### config.mk
export PLATFORM = sky130hd
export DESIGN_NAME = cigar_identity_calculator_unit
export DESIGN_NICKNAME = d
export VERILOG_FILES = /design/src/rtl/cic_pkg.sv /design/src/rtl/cic_ctrl.sv /design/src/rtl/cic_dp.sv /design/src/rtl/cigar_identity_calculator_unit.sv
export SDC_FILE = /design/constraint.sdc
export NUM_CORES = 2
export LEC_CHECK = 0
export BUFFER_PORTS_ARGS = -buffer_cell sky130_fd_sc_hd__buf_4
export CELL_PAD_IN_SITES_DETAIL_PLACEMENT = 0
export CELL_PAD_IN_SITES_GLOBAL_PLACEMENT = 1
export CORE_MARGIN = 1.5
export CORE_UTILIZATION = 54
export DETAILED_ROUTE_END_ITERATION = 8
export HOLD_SLACK_MARGIN = 0.05
export PLACE_DENSITY = 0.84
export SETUP_SLACK_MARGIN = 0.5
export SYNTH_ARGS = -nofsm -noshare
export SYNTH_HDL_FRONTEND = slang
export SYNTH_SLANG_ARGS = --single-unit
### constraint.sdc
create_clock -name clk -period 8.67 [get_ports clk]
set_input_delay 1.734 -clock clk [delete_from_list [all_inputs] [get_ports clk]]
set_output_delay 1.734 -clock clk [all_outputs]
set_load 0.03 [all_outputs]
### src/rtl/cic_pkg.sv
package cic_pkg;

	localparam int COUNT_WIDTH    = 32;
	localparam int FRACTION_BITS  = 16;
	localparam int TOTAL_WIDTH    = COUNT_WIDTH + 2;
	localparam int REM_WIDTH      = TOTAL_WIDTH + 1;
	localparam int RATIO_WIDTH    = 17;
	localparam int STEP_WIDTH     = (FRACTION_BITS > 1) ? $clog2(FRACTION_BITS) : 1;
	localparam int THRESH_WIDTH   = 16;
	localparam int CHAR_WIDTH     = 8;

	localparam logic [THRESH_WIDTH-1:0] THRESH_RESET = THRESH_WIDTH'(10);
	localparam logic [COUNT_WIDTH-1:0]  COUNT_MAX    = {COUNT_WIDTH{1'b1}};
	localparam logic [STEP_WIDTH-1:0]   STEP_LAST    = STEP_WIDTH'(FRACTION_BITS - 1);

	localparam logic [CHAR_WIDTH-1:0] CHAR_ZERO  = 8'h30;
	localparam logic [CHAR_WIDTH-1:0] CHAR_NINE  = 8'h39;
	localparam logic [CHAR_WIDTH-1:0] CHAR_M     = 8'h4D;
	localparam logic [CHAR_WIDTH-1:0] CHAR_EQ    = 8'h3D;
	localparam logic [CHAR_WIDTH-1:0] CHAR_X     = 8'h58;
	localparam logic [CHAR_WIDTH-1:0] CHAR_I     = 8'h49;
	localparam logic [CHAR_WIDTH-1:0] CHAR_D     = 8'h44;
	localparam logic [CHAR_WIDTH-1:0] CHAR_N     = 8'h4E;
	localparam logic [CHAR_WIDTH-1:0] CHAR_S     = 8'h53;
	localparam logic [CHAR_WIDTH-1:0] CHAR_H     = 8'h48;
	localparam logic [CHAR_WIDTH-1:0] CHAR_P     = 8'h50;

	typedef struct packed {
		logic char_en;
		logic capture;
		logic gap;
		logic div_init;
		logic div_step;
		logic result_load;
	} cic_cmd_t;

	typedef struct packed {
		logic result_busy;
	} cic_status_t;

endpackage

### src/rtl/cic_ctrl.sv
module cic_ctrl
	import cic_pkg::*;
(
	input  logic        clk,
	input  logic        arst_n,
	input  logic        in_valid,
	input  logic        in_last,
	output logic        in_ready,
	input  cic_status_t status,
	output cic_cmd_t    cmd
);

	localparam logic [2:0] ST_IDLE = 3'd0;
	localparam logic [2:0] ST_TOT  = 3'd1;
	localparam logic [2:0] ST_GAP  = 3'd2;
	localparam logic [2:0] ST_INIT = 3'd3;
	localparam logic [2:0] ST_DIV  = 3'd4;
	localparam logic [2:0] ST_DONE = 3'd5;

	logic [2:0]            state_q;
	logic [2:0]            state_next;
	logic [STEP_WIDTH-1:0] step_q;

	always_comb begin
		state_next = state_q;
		cmd        = '0;
		in_ready   = 1'b0;
		case (state_q)
			ST_IDLE: begin
				in_ready = 1'b1;
				if (in_valid) begin
					cmd.char_en = 1'b1;
					if (in_last) begin
						state_next = ST_TOT;
					end
				end
			end
			ST_TOT: begin
				cmd.capture = 1'b1;
				state_next  = ST_GAP;
			end
			ST_GAP: begin
				cmd.gap    = 1'b1;
				state_next = ST_INIT;
			end
			ST_INIT: begin
				cmd.div_init = 1'b1;
				state_next   = ST_DIV;
			end
			ST_DIV: begin
				cmd.div_step = 1'b1;
				if (step_q == STEP_LAST) begin
					state_next = ST_DONE;
				end
			end
			ST_DONE: begin
				if (!status.result_busy) begin
					cmd.result_load = 1'b1;
					state_next      = ST_IDLE;
				end
			end
			default: begin
				state_next = ST_IDLE;
			end
		endcase
	end

	always_ff @(posedge clk or negedge arst_n) begin
		if (!arst_n) begin
			state_q <= ST_IDLE;
			step_q  <= '0;
		end else begin
			state_q <= state_next;
			if (cmd.div_init) begin
				step_q <= '0;
			end else if (cmd.div_step) begin
				step_q <= step_q + STEP_WIDTH'(1);
			end
		end
	end

endmodule

### src/rtl/cic_dp.sv
module cic_dp
	import cic_pkg::*;
(
	input  logic                    clk,
	input  logic                    arst_n,
	input  cic_cmd_t                cmd,
	output cic_status_t             status,
	input  logic [CHAR_WIDTH-1:0]   char_byte,
	input  logic                    thresh_wr_en,
	input  logic [THRESH_WIDTH-1:0] thresh_wr_data,
	output logic                    out_valid,
	input  logic                    out_ready,
	output logic [RATIO_WIDTH-1:0]  identity,
	output logic [RATIO_WIDTH-1:0]  identity_no_long_gaps,
	output logic                    saturated
);

	logic [THRESH_WIDTH-1:0] thresh_q;
	logic [COUNT_WIDTH-1:0]  run_q;
	logic                    have_digits_q;
	logic [COUNT_WIDTH-1:0]  match_q;
	logic [COUNT_WIDTH-1:0]  mismatch_q;
	logic [COUNT_WIDTH-1:0]  insert_q;
	logic [COUNT_WIDTH-1:0]  delete_q;
	logic [COUNT_WIDTH-1:0]  long_q;
	logic                    ovf_q;

	logic [TOTAL_WIDTH-1:0]  total_q;
	logic [TOTAL_WIDTH-1:0]  short_q;
	logic [COUNT_WIDTH-1:0]  num_q;
	logic [COUNT_WIDTH-1:0]  long_cap_q;
	logic                    sat_cap_q;

	logic [REM_WIDTH-1:0]     rem_a_q;
	logic [REM_WIDTH-1:0]     rem_b_q;
	logic [FRACTION_BITS-1:0] quot_a_q;
	logic [FRACTION_BITS-1:0] quot_b_q;
	logic                     zero_a_q;
	logic                     zero_b_q;
	logic                     full_a_q;
	logic                     full_b_q;

	logic                   out_valid_q;
	logic [RATIO_WIDTH-1:0] ident_q;
	logic [RATIO_WIDTH-1:0] ident_ng_q;
	logic                   sat_out_q;

	logic                   is_digit;
	logic [3:0]             digit;
	logic [COUNT_WIDTH+3:0] run_x10;
	logic                   run_ovf;
	logic                   is_op;
	logic                   apply;
	logic                   is_long;
	logic [COUNT_WIDTH:0]   add_match;
	logic [COUNT_WIDTH:0]   add_mismatch;
	logic [COUNT_WIDTH:0]   add_insert;
	logic [COUNT_WIDTH:0]   add_delete;
	logic [COUNT_WIDTH:0]   add_long;
	logic [TOTAL_WIDTH-1:0] long_ext;
	logic [TOTAL_WIDTH-1:0] num_ext;
	logic [REM_WIDTH-1:0]   rem_a_sh;
	logic [REM_WIDTH-1:0]   rem_b_sh;
	logic                   ge_a;
	logic                   ge_b;

	always_comb begin
		is_digit = (char_byte >= CHAR_ZERO) && (char_byte <= CHAR_NINE);
		digit    = 4'(char_byte - CHAR_ZERO);
		run_x10  = {1'b0, run_q, 3'b000} + {3'b000, run_q, 1'b0}
		         + {{COUNT_WIDTH{1'b0}}, digit};
		run_ovf  = |run_x10[COUNT_WIDTH+3:COUNT_WIDTH];
		is_op    = (char_byte == CHAR_M) || (char_byte == CHAR_EQ) || (char_byte == CHAR_X)
		        || (char_byte == CHAR_I) || (char_byte == CHAR_D) || (char_byte == CHAR_N)
		        || (char_byte == CHAR_S) || (char_byte == CHAR_H) || (char_byte == CHAR_P);
		apply    = cmd.char_en && !is_digit && is_op && have_digits_q;
		is_long  = run_q >= {{(COUNT_WIDTH-THRESH_WIDTH){1'b0}}, thresh_q};

		add_match    = {1'b0, match_q} + {1'b0, run_q};
		add_mismatch = {1'b0, mismatch_q} + {1'b0, run_q};
		add_insert   = {1'b0, insert_q} + {1'b0, run_q};
		add_delete   = {1'b0, delete_q} + {1'b0, run_q};
		add_long     = {1'b0, long_q} + {1'b0, run_q};

		long_ext = {2'b00, long_cap_q};
		num_ext  = {2'b00, num_q};

		rem_a_sh = {rem_a_q[REM_WIDTH-2:0], 1'b0};
		rem_b_sh = {rem_b_q[REM_WIDTH-2:0], 1'b0};
		ge_a     = rem_a_sh >= {1'b0, total_q};
		ge_b     = rem_b_sh >= {1'b0, short_q};
	end

	always_ff @(posedge clk or negedge arst_n) begin
		if (!arst_n) begin
			thresh_q      <= THRESH_RESET;
			run_q         <= '0;
			have_digits_q <= 1'b0;
			match_q       <= '0;
			mismatch_q    <= '0;
			insert_q      <= '0;
			delete_q      <= '0;
			long_q        <= '0;
			ovf_q         <= 1'b0;
		end else begin
			if (thresh_wr_en) begin
				thresh_q <= thresh_wr_data;
			end
			if (cmd.capture) begin
				run_q         <= '0;
				have_digits_q <= 1'b0;
				match_q       <= '0;
				mismatch_q    <= '0;
				insert_q      <= '0;
				delete_q      <= '0;
				long_q        <= '0;
				ovf_q         <= 1'b0;
			end else if (cmd.char_en) begin
				if (is_digit) begin
					have_digits_q <= 1'b1;
					if (run_ovf) begin
						run_q <= COUNT_MAX;
						ovf_q <= 1'b1;
					end else begin
						run_q <= run_x10[COUNT_WIDTH-1:0];
					end
				end else begin
					run_q         <= '0;
					have_digits_q <= 1'b0;
				end
				if (apply) begin
					if ((char_byte == CHAR_M) || (char_byte == CHAR_EQ)) begin
						match_q <= add_match[COUNT_WIDTH] ? COUNT_MAX
						                                  : add_match[COUNT_WIDTH-1:0];
						if (add_match[COUNT_WIDTH]) begin
							ovf_q <= 1'b1;
						end
					end
					if (char_byte == CHAR_X) begin
						mismatch_q <= add_mismatch[COUNT_WIDTH] ? COUNT_MAX
						                                        : add_mismatch[COUNT_WIDTH-1:0];
						if (add_mismatch[COUNT_WIDTH]) begin
							ovf_q <= 1'b1;
						end
					end
					if (char_byte == CHAR_I) begin
						insert_q <= add_insert[COUNT_WIDTH] ? COUNT_MAX
						                                    : add_insert[COUNT_WIDTH-1:0];
						if (add_insert[COUNT_WIDTH]) begin
							ovf_q <= 1'b1;
						end
					end
					if (char_byte == CHAR_D) begin
						delete_q <= add_delete[COUNT_WIDTH] ? COUNT_MAX
						                                    : add_delete[COUNT_WIDTH-1:0];
						if (add_delete[COUNT_WIDTH]) begin
							ovf_q <= 1'b1;
						end
					end
					if (((char_byte == CHAR_I) || (char_byte == CHAR_D)) && is_long) begin
						long_q <= add_long[COUNT_WIDTH] ? COUNT_MAX : add_long[COUNT_WIDTH-1:0];
						if (add_long[COUNT_WIDTH]) begin
							ovf_q <= 1'b1;
						end
					end
				end
			end
		end
	end

	always_ff @(posedge clk) begin
		if (cmd.capture) begin
			total_q    <= {2'b00, match_q} + {2'b00, mismatch_q}
			            + {2'b00, insert_q} + {2'b00, delete_q};
			num_q      <= match_q;
			long_cap_q <= long_q;
			sat_cap_q  <= ovf_q;
		end
		if (cmd.gap) begin
			short_q <= (long_ext > total_q) ? '0 : total_q - long_ext;
		end
		if (cmd.div_init) begin
			rem_a_q  <= {3'b000, num_q};
			rem_b_q  <= {3'b000, num_q};
			quot_a_q <= '0;
			quot_b_q <= '0;
			zero_a_q <= total_q == '0;
			zero_b_q <= short_q == '0;
			full_a_q <= num_ext >= total_q;
			full_b_q <= num_ext >= short_q;
		end else if (cmd.div_step) begin
			rem_a_q  <= ge_a ? rem_a_sh - {1'b0, total_q} : rem_a_sh;
			rem_b_q  <= ge_b ? rem_b_sh - {1'b0, short_q} : rem_b_sh;
			quot_a_q <= {quot_a_q[FRACTION_BITS-2:0], ge_a};
			quot_b_q <= {quot_b_q[FRACTION_BITS-2:0], ge_b};
		end
		if (cmd.result_load) begin
			ident_q    <= zero_a_q ? '0
			            : full_a_q ? RATIO_WIDTH'(1 << FRACTION_BITS)
			            : RATIO_WIDTH'(quot_a_q);
			ident_ng_q <= zero_b_q ? '0
			            : full_b_q ? RATIO_WIDTH'(1 << FRACTION_BITS)
			            : RATIO_WIDTH'(quot_b_q);
			sat_out_q  <= sat_cap_q;
		end
	end

	always_ff @(posedge clk or negedge arst_n) begin
		if (!arst_n) begin
			out_valid_q <= 1'b0;
		end else if (cmd.result_load) begin
			out_valid_q <= 1'b1;
		end else if (out_ready) begin
			out_valid_q <= 1'b0;
		end
	end

	assign status.result_busy    = out_valid_q;
	assign out_valid             = out_valid_q;
	assign identity              = ident_q;
	assign identity_no_long_gaps = ident_ng_q;
	assign saturated             = sat_out_q;

endmodule

### src/rtl/cigar_identity_calculator_unit.sv
// A result word follows the last word through the total, gap, init, divide and done states.
// Throughput: one character word per cycle; after a last word the input is held off for
// the totals, the bit-serial divider and, if needed, until the previous result word has
// been taken.
// Reset: arst_n clears all counters and the controller at once and sets the gap
// threshold to 10; the block is ready as soon as reset is released.
module cigar_identity_calculator_unit
	import cic_pkg::*;
(
	input  logic                    clk,
	input  logic                    arst_n,
	input  logic                    s_axis_tvalid,
	output logic                    s_axis_tready,
	input  logic [7:0]              s_axis_tdata,  // char_byte
	input  logic                    s_axis_tlast,
	output logic                    m_axis_tvalid,
	input  logic                    m_axis_tready,
	output logic [39:0]             m_axis_tdata,  // identity, identity_no_long_gaps, zero pad
	output logic                    m_axis_tuser,  // saturated
	input  logic                    gap_threshold_wr_en,
	input  logic [THRESH_WIDTH-1:0] gap_threshold_wr_data
);

	cic_cmd_t               cmd;
	cic_status_t            status;
	logic [RATIO_WIDTH-1:0] identity;
	logic [RATIO_WIDTH-1:0] identity_no_long_gaps;

	cic_ctrl u_ctrl (
		.clk      (clk),
		.arst_n   (arst_n),
		.in_valid (s_axis_tvalid),
		.in_last  (s_axis_tlast),
		.in_ready (s_axis_tready),
		.status   (status),
		.cmd      (cmd)
	);

	cic_dp u_dp (
		.clk                   (clk),
		.arst_n                (arst_n),
		.cmd                   (cmd),
		.status                (status),
		.char_byte             (s_axis_tdata),
		.thresh_wr_en          (gap_threshold_wr_en),
		.thresh_wr_data        (gap_threshold_wr_data),
		.out_valid             (m_axis_tvalid),
		.out_ready             (m_axis_tready),
		.identity              (identity),
		.identity_no_long_gaps (identity_no_long_gaps),
		.saturated             (m_axis_tuser)
	);

	assign m_axis_tdata = {6'b000000, identity_no_long_gaps, identity};

endmodule

==> Word level (Yosys, flattened, before mapping) <==
Cells that the tools add are included.
{ "totals": {"reg_bits": 490, "input_bits": 30, "out_inout_bits": 43, "elab_cells": 188} }
{ "classes": {"n_addsub": 15, "n_lt_le_gt_ge": 8, "eq_ne": 19, "muxes": 78, "n_reduce_logical": 36} }
{ "ops": {"columns": ["operator", "count"], "rows": [
  ["$mux 32", 33],
  ["$add 32x32->33", 6],
  ["$ge 35x34->1", 2],
  ["$add 34x32->34", 2],
  ["$ge 32x34->1", 2],
  ["$logic_not 34->1", 2],
  ["$mux 34", 2],
  ["$sub 34x34->34", 2],
  ["$eq 8x7->1 const B", 8],
  ["$add 35x33->36", 1],
  ["$add 36x4->36", 1],
  ["$gt 32x34->1", 1],
  ["$mux 1", 34],
  ["$mux 17", 2],
  ["$sub 34x32->34", 1],
  ["$ge 32x16->1", 1],
  ["$pmux 3 s6", 1],
  ["$reduce_bool 2->1", 9],
  ["$reduce_and 3->1", 5],
  ["$mux 3", 4],
  ["$logic_or 1x1->1", 9],
  ["$eq 8x6->1 const B", 1],
  ["$ge 8x6->1 const B", 1],
  ["$le 8x6->1 const B", 1],
  ["15 further kinds", 25]
]} }

==> Depth between registers and ports, before layout <==
{ "depth": {"depth_word": 25, "mapped_depth": 26} }

==> Cells and area by module <==
A second synthesis with hierarchy kept.
{ "unflattened": {"cells_unflattened": 4115, "area_unflattened_um2": 38283.0} }
{ "by_module_without_submodules": {"columns": ["mod", "instances", "cells_each", "area_per_inst_um2"], "rows": [
  ["cic_dp", 1, 4072, 37843.8],
  ["cic_ctrl", 1, 36, 390.4],
  ["cigar_identity_calculator_unit", 1, 7, 48.8]
]} }

==> Least setup slack after synthesis <==
Ideal clock, no wire load.
{ "synth_timing": {"path_type": "register to register", "start": "register u_dp.mismatch_q[0]", "end": "register u_dp.total_q[31] (data pin)", "setup_time_ns": 0.263, "arrival_time_ns": 5.082, "required_time_ns": 8.407, "slack_ns": 3.325, "stages_incl_launch_ff": 25, "path_buffers": 0, "period_less_slack_ns": 5.345, "path_cell_list": "dfrtp_1 ha_1 fa_1 a21o_1 a21oi_1 o21ai_1 and3b_1 a21oi_1 and2_1 o21ai_1 xnor2_1 fa_1 inv_1 ha_1 a21o_1 a21o_1 a21oi_1 o21ai_1 nor3_1 a21oi_1 o31a_1 a311o_1 a21o_1 a311oi_1 xnor2_1"} }
{ "synth_via": {"elab_chain_len": 3} }
{ "synth_rtl": {"columns": ["element", "line_no", "text"], "rows": [
  ["from (decl)", "cic_dp.sv:22", "logic [COUNT_WIDTH-1:0] mismatch_q;"],
  ["from (signal assigned)", "cic_dp.sv:140", "mismatch_q <= add_mismatch[COUNT_WIDTH] ? COUNT_MAX"],
  ["$add 32x32->33", "cic_dp.sv:173", "total_q <= {2'b00, match_q} + {2'b00, mismatch_q}"],
  ["$add 34x32->34 (2 in series)", "cic_dp.sv:174", "+ {2'b00, insert_q} + {2'b00, delete_q};"],
  ["to (signal assigned)", "cic_dp.sv:173", null],
  ["to (decl)", "cic_dp.sv:28", "logic [TOTAL_WIDTH-1:0] total_q;"]
]} }
Every way passes these cells.
A chain may end at the register's enable or synchronous reset.

==> Worst setup path in the final report <==
{ "layout_timing": {"start": "register u_dp.match_q[0]", "end": "register u_dp.total_q[31] (data pin)"} }
{ "layout_via": {"elab_chain_len": 3} }
{ "layout_rtl": {"columns": ["element", "line_no", "text"], "rows": [
  ["from (decl)", "cic_dp.sv:21", "logic [COUNT_WIDTH-1:0] match_q;"],
  ["from (signal assigned)", "cic_dp.sv:133", "match_q <= add_match[COUNT_WIDTH] ? COUNT_MAX"],
  ["$add 32x32->33", "cic_dp.sv:173", null],
  ["$add 34x32->34 (2 in series)", "cic_dp.sv:174", null]
]} }
Every way passes these cells.

==> impl_metrics.env <==
export IMPL_internal_power_mw=6.46
export IMPL_fin_area_um2=42800
export IMPL_clock_latency_ps=650
export IMPL_seqPwrFrac=0.335
export IMPL_synth_area_um2=39400
export IMPL_setup_tns_ps=0
export IMPL_die_area_um2=74600
export IMPL_grt_max_degree=112
export IMPL_numCtsBuffers=55
export IMPL_drtIter0Drc=2002
export IMPL_nNetsFinal=4967
export IMPL_avgSynthCellArea_um2=8.95
export IMPL_via_per_inst=5.96
export IMPL_period_share=0.682
export IMPL_clock_skew_ps=58.5
export IMPL_setup_viol=0
export IMPL_clockBufferDepth=3
export IMPL_first_pass_iters=5
export IMPL_io_pins=73
export IMPL_grt_pass1_vias=30800
export IMPL_fp_dieH_um=273
export IMPL_core_um2=71900
export IMPL_synth_edf_count=236
export IMPL_grt_usage=0.293
export IMPL_fillers=6516
export IMPL_layoutNonFillerInstCount=5422
export IMPL_worst_slew_pin_slew_ps=1090
export IMPL_ys_seq_area_frac=0.337
export IMPL_synth_ff_type="edfxtp_1"
export IMPL_synth_async_reset_ratio=0.445
export IMPL_initial_core_util=0.548
export IMPL_p_leak_nw=20.7
export IMPL_ant_nets=0
export IMPL_numPortBuffers=66
export IMPL_relSlewSlack=0.277
export IMPL_critPathMaxFanout=6
export IMPL_crit_arrival_ps=6310
export IMPL_crit_type="flip-flop to flip-flop"
export IMPL_min_period_ps=5910
export IMPL_drive_gt1_frac=0.0568
export IMPL_status="complete, no violations"
export IMPL_cts_sinks=490
export IMPL_dr_total_vias=32300
export IMPL_start_kind="flip-flop"
export IMPL_cts_tree="done"
export IMPL_synth_cells=4401
export IMPL_utilization=0.595
export IMPL_root_buffer="clkbuf_16"
export IMPL_num_rows=98
export IMPL_required_ps=9070
export IMPL_cts_resized=0
export IMPL_power_switching_mw=4.29
export IMPL_hold_viol=0
export IMPL_fmax_ghz=0.169
export IMPL_ys_ff_latch=490
export IMPL_timing_max_cap_violations=0
export IMPL_max_vdd_ir_drop_mv=0.485
export IMPL_powerDensity_nw_per_um2=251
export IMPL_n_antenna_cell=0
export IMPL_gr_total_overflow=0
export IMPL_die_w_um=273
export IMPL_yosys_cell_types_count=95
export IMPL_hp_class="flip-flop to flip-flop"
export IMPL_swShare=0.399
export IMPL_end_kind="flip-flop"
export IMPL_area_growth_pct=8.53
export IMPL_clkPwrFrac=0.225
export IMPL_postPlaceCellArea_um2=40900
export IMPL_grt_pass1_wl_mm=171
export IMPL_route_detailed_wl_per_inst_um=20.2
export IMPL_dp_hpwl_mm=84.8
export IMPL_cts_hold_buf=0
export IMPL_antenna_found_initial=0
export IMPL_gp_congestion=0.945
export IMPL_yosys_warnings=0
export IMPL_route_detailed_drc=0
export IMPL_cts_setup_buffers=0
export IMPL_wirelength_mm=109
export IMPL_htreeDepth=2
export IMPL_slew_viol_final=0
export IMPL_dp_cells=5318
export IMPL_rsz0062_at_grt="no"
export IMPL_combPwrFrac=0.441
export IMPL_clkTransAtPathRegs_ps=70
-- cells in the mapped netlist (all sizes together) (34+ instances only) --
library cell	count	share of area
a21o	192	0.037
a21oi	413	0.053
a221o	39	0.0099
a22o	35	0.0078
a31oi	60	0.0098
and2	58	0.0092
and3	34	0.0054
clkbuf	118	0.011
dfrtp	216	0.14
dfxtp	36	0.018
edfxtp	236	0.18
fa	44	0.022
ha	468	0.15
inv	336	0.032
nand2	271	0.026
nand2b	61	0.0097
nand3	184	0.023
nand4	47	0.0075
nor2	332	0.032
nor2b	61	0.0097
nor3	55	0.0070
o21a	53	0.010
o21ai	343	0.044
o21bai	40	0.0079
xnor2	181	0.040
xor2	123	0.027
-- cell usage in the layout (no fill, tap or decap), drive strengths merged, types with 10 or more instances in the layout --
| cell type | Yosys | routed |
|---|---|---|
| a311oi | 14 | 14 |
| a221o | 39 | 39 |
| a31oi | 60 | 60 |
| and4 | 11 | 11 |
| or3 | 30 | 30 |
| o31a | 14 | 14 |
| edfxtp | 236 | 236 |
| nor2 | 332 | 332 |
| mux2i | 18 | 18 |
| nor3 | 55 | 55 |
| and2 | 58 | 58 |
| o21ai | 343 | 343 |
| nand4 | 47 | 47 |
| xor2 | 123 | 123 |
| clkbuf | 118 | 69 |
| ha | 468 | 468 |
| nor4 | 32 | 32 |
| dfrtp | 216 | 216 |
| a21oi | 413 | 413 |
| o31ai | 21 | 21 |
| nand2 | 271 | 271 |
| nand3 | 184 | 184 |
| or2 | 13 | 13 |
| a21o | 192 | 192 |
| and3 | 34 | 34 |
| xnor2 | 181 | 181 |
| nand2b | 61 | 61 |
| inv | 336 | 340 |
| clkinv | 1 | 23 |
| dfxtp | 36 | 36 |
| o211ai | 26 | 26 |
| buf | 22 | 102 |
| a211oi | 32 | 32 |
| nor2b | 61 | 61 |
| a31o | 10 | 10 |
| o21a | 53 | 53 |
| fa | 44 | 44 |
| o21bai | 40 | 40 |
| a22o | 35 | 35 |
-- kinds of logic after synthesis --
group,after synthesis,synth area share
AO/OA/AOI/OAI,1388,0.225
XOR/XNOR,304,0.0676
adder cells (fa/ha/maj),512,0.171
buffers and inverters,477,0.0469
flip-flops,490,0.337
multiplexers,19,0.00486
other,1,0.0000952
AND/OR/NAND/NOR,1210,0.148
-- sequential cells by signal, indices dropped and copies added (netlist names), 3 cells and up --
| signal | cells |
|---|---|
| u_dp.quot_a_q | 16 |
| u_dp.mismatch_q | 32 |
| u_dp.identity_no_long_gaps | 17 |
| u_ctrl.state_q | 3 |
| u_dp.long_cap_q | 32 |
| u_dp.rem_b_q | 34 |
| u_dp.rem_a_q | 34 |
| u_dp.total_q | 34 |
| u_dp.thresh_q | 16 |
| u_ctrl.step_q | 4 |
| u_dp.quot_b_q | 16 |
| u_dp.long_q | 32 |
| u_dp.short_q | 34 |
| u_dp.identity | 17 |
| u_dp.match_q | 32 |
| u_dp.delete_q | 32 |
| u_dp.num_q | 32 |
| u_dp.insert_q | 32 |
| u_dp.run_q | 32 |
-- power by group through the flow --
stage / sequential [mW] / combinational [mW] / clock (mW)
after CTS: 3.59 / 4.74 / 2.47
after global placement: 3.62 / 4.67 / 0
after detailed placement: 3.62 / 4.72 / 0
after global routing: 3.64 / 5.33 / 2.54
final: 3.59 / 4.73 / 2.41
after floorplan: 3.48 / 3.69 / 0
-- per-stage QoR --
stage	setup slack (ps)	total power, mW	hold WS (ps)
after global placement	2800	8.29	408
after floorplan	3320	7.17	400
after CTS	2780	10.8	423
after detailed placement	2750	8.34	413
after global routing	2280	11.5	441
final	2760	10.7	421
-- worst max-delay path, stage by stage, from the launching register on --
cell,delay [ps]
dfrtp_1,410
ha_1,240
fa_1,420
a21o_1,200
a21oi_1,300
o21ai_1,110
and3b_1,230
a21oi_1,120
and2_1,200
o21ai_1,120
xnor2_1,160
fa_1,480
inv_1,40
ha_1,370
a21o_1,190
a21o_1,170
a21oi_1,180
o21ai_1,120
nor3_1,190
a21oi_1,130
o31a_1,300
a311o_1,370
a21o_1,240
a311oi_1,320
xnor2_1,100
-- cell type report --
type	instances	area [µm²]	area share
clock buffer	69	1510	0.0353
multi-input combinational	3439	24400	0.570
inverter	337	1270	0.0296
timing repair buffer	102	786	0.0184
tap	950	1190	0.0278
clock inverter	35	362	0.00845
sequential	490	13300	0.310
-- final timing paths --
| kind | from | end | depth (start not counted) | slack (ps) |
|---|---|---|---|---|
| setup / recovery | u_dp.match_q[0] | u_dp.total_q[31] | 24 | 2760 |
| hold / removal | u_dp.sat_cap_q | u_dp.saturated | 0 | 420 |
| setup reg to reg | u_dp.match_q[0] | u_dp.total_q[31] | 24 | 2760 |
| hold reg to reg | u_dp.sat_cap_q | u_dp.saturated | 0 | 420 |
| max in group asynchronous | arst_n | u_dp.long_q[16] | 2 | 6410 |
| min in group asynchronous | arst_n | u_dp.insert_q[0] | 1 | 1120 |
-- metal layers --
layer | wire length [µm] | GRT usage | up-vias
met3 | 4580 | 0.0316 | 174
li1 | - | - | 16100
met5 | 0 | 0 | -
met1 | 50600 | 0.401 | 15400
met2 | 49600 | 0.476 | 672
met4 | 4610 | 0.112 | 0
Power figures use the tool's default switching activity.
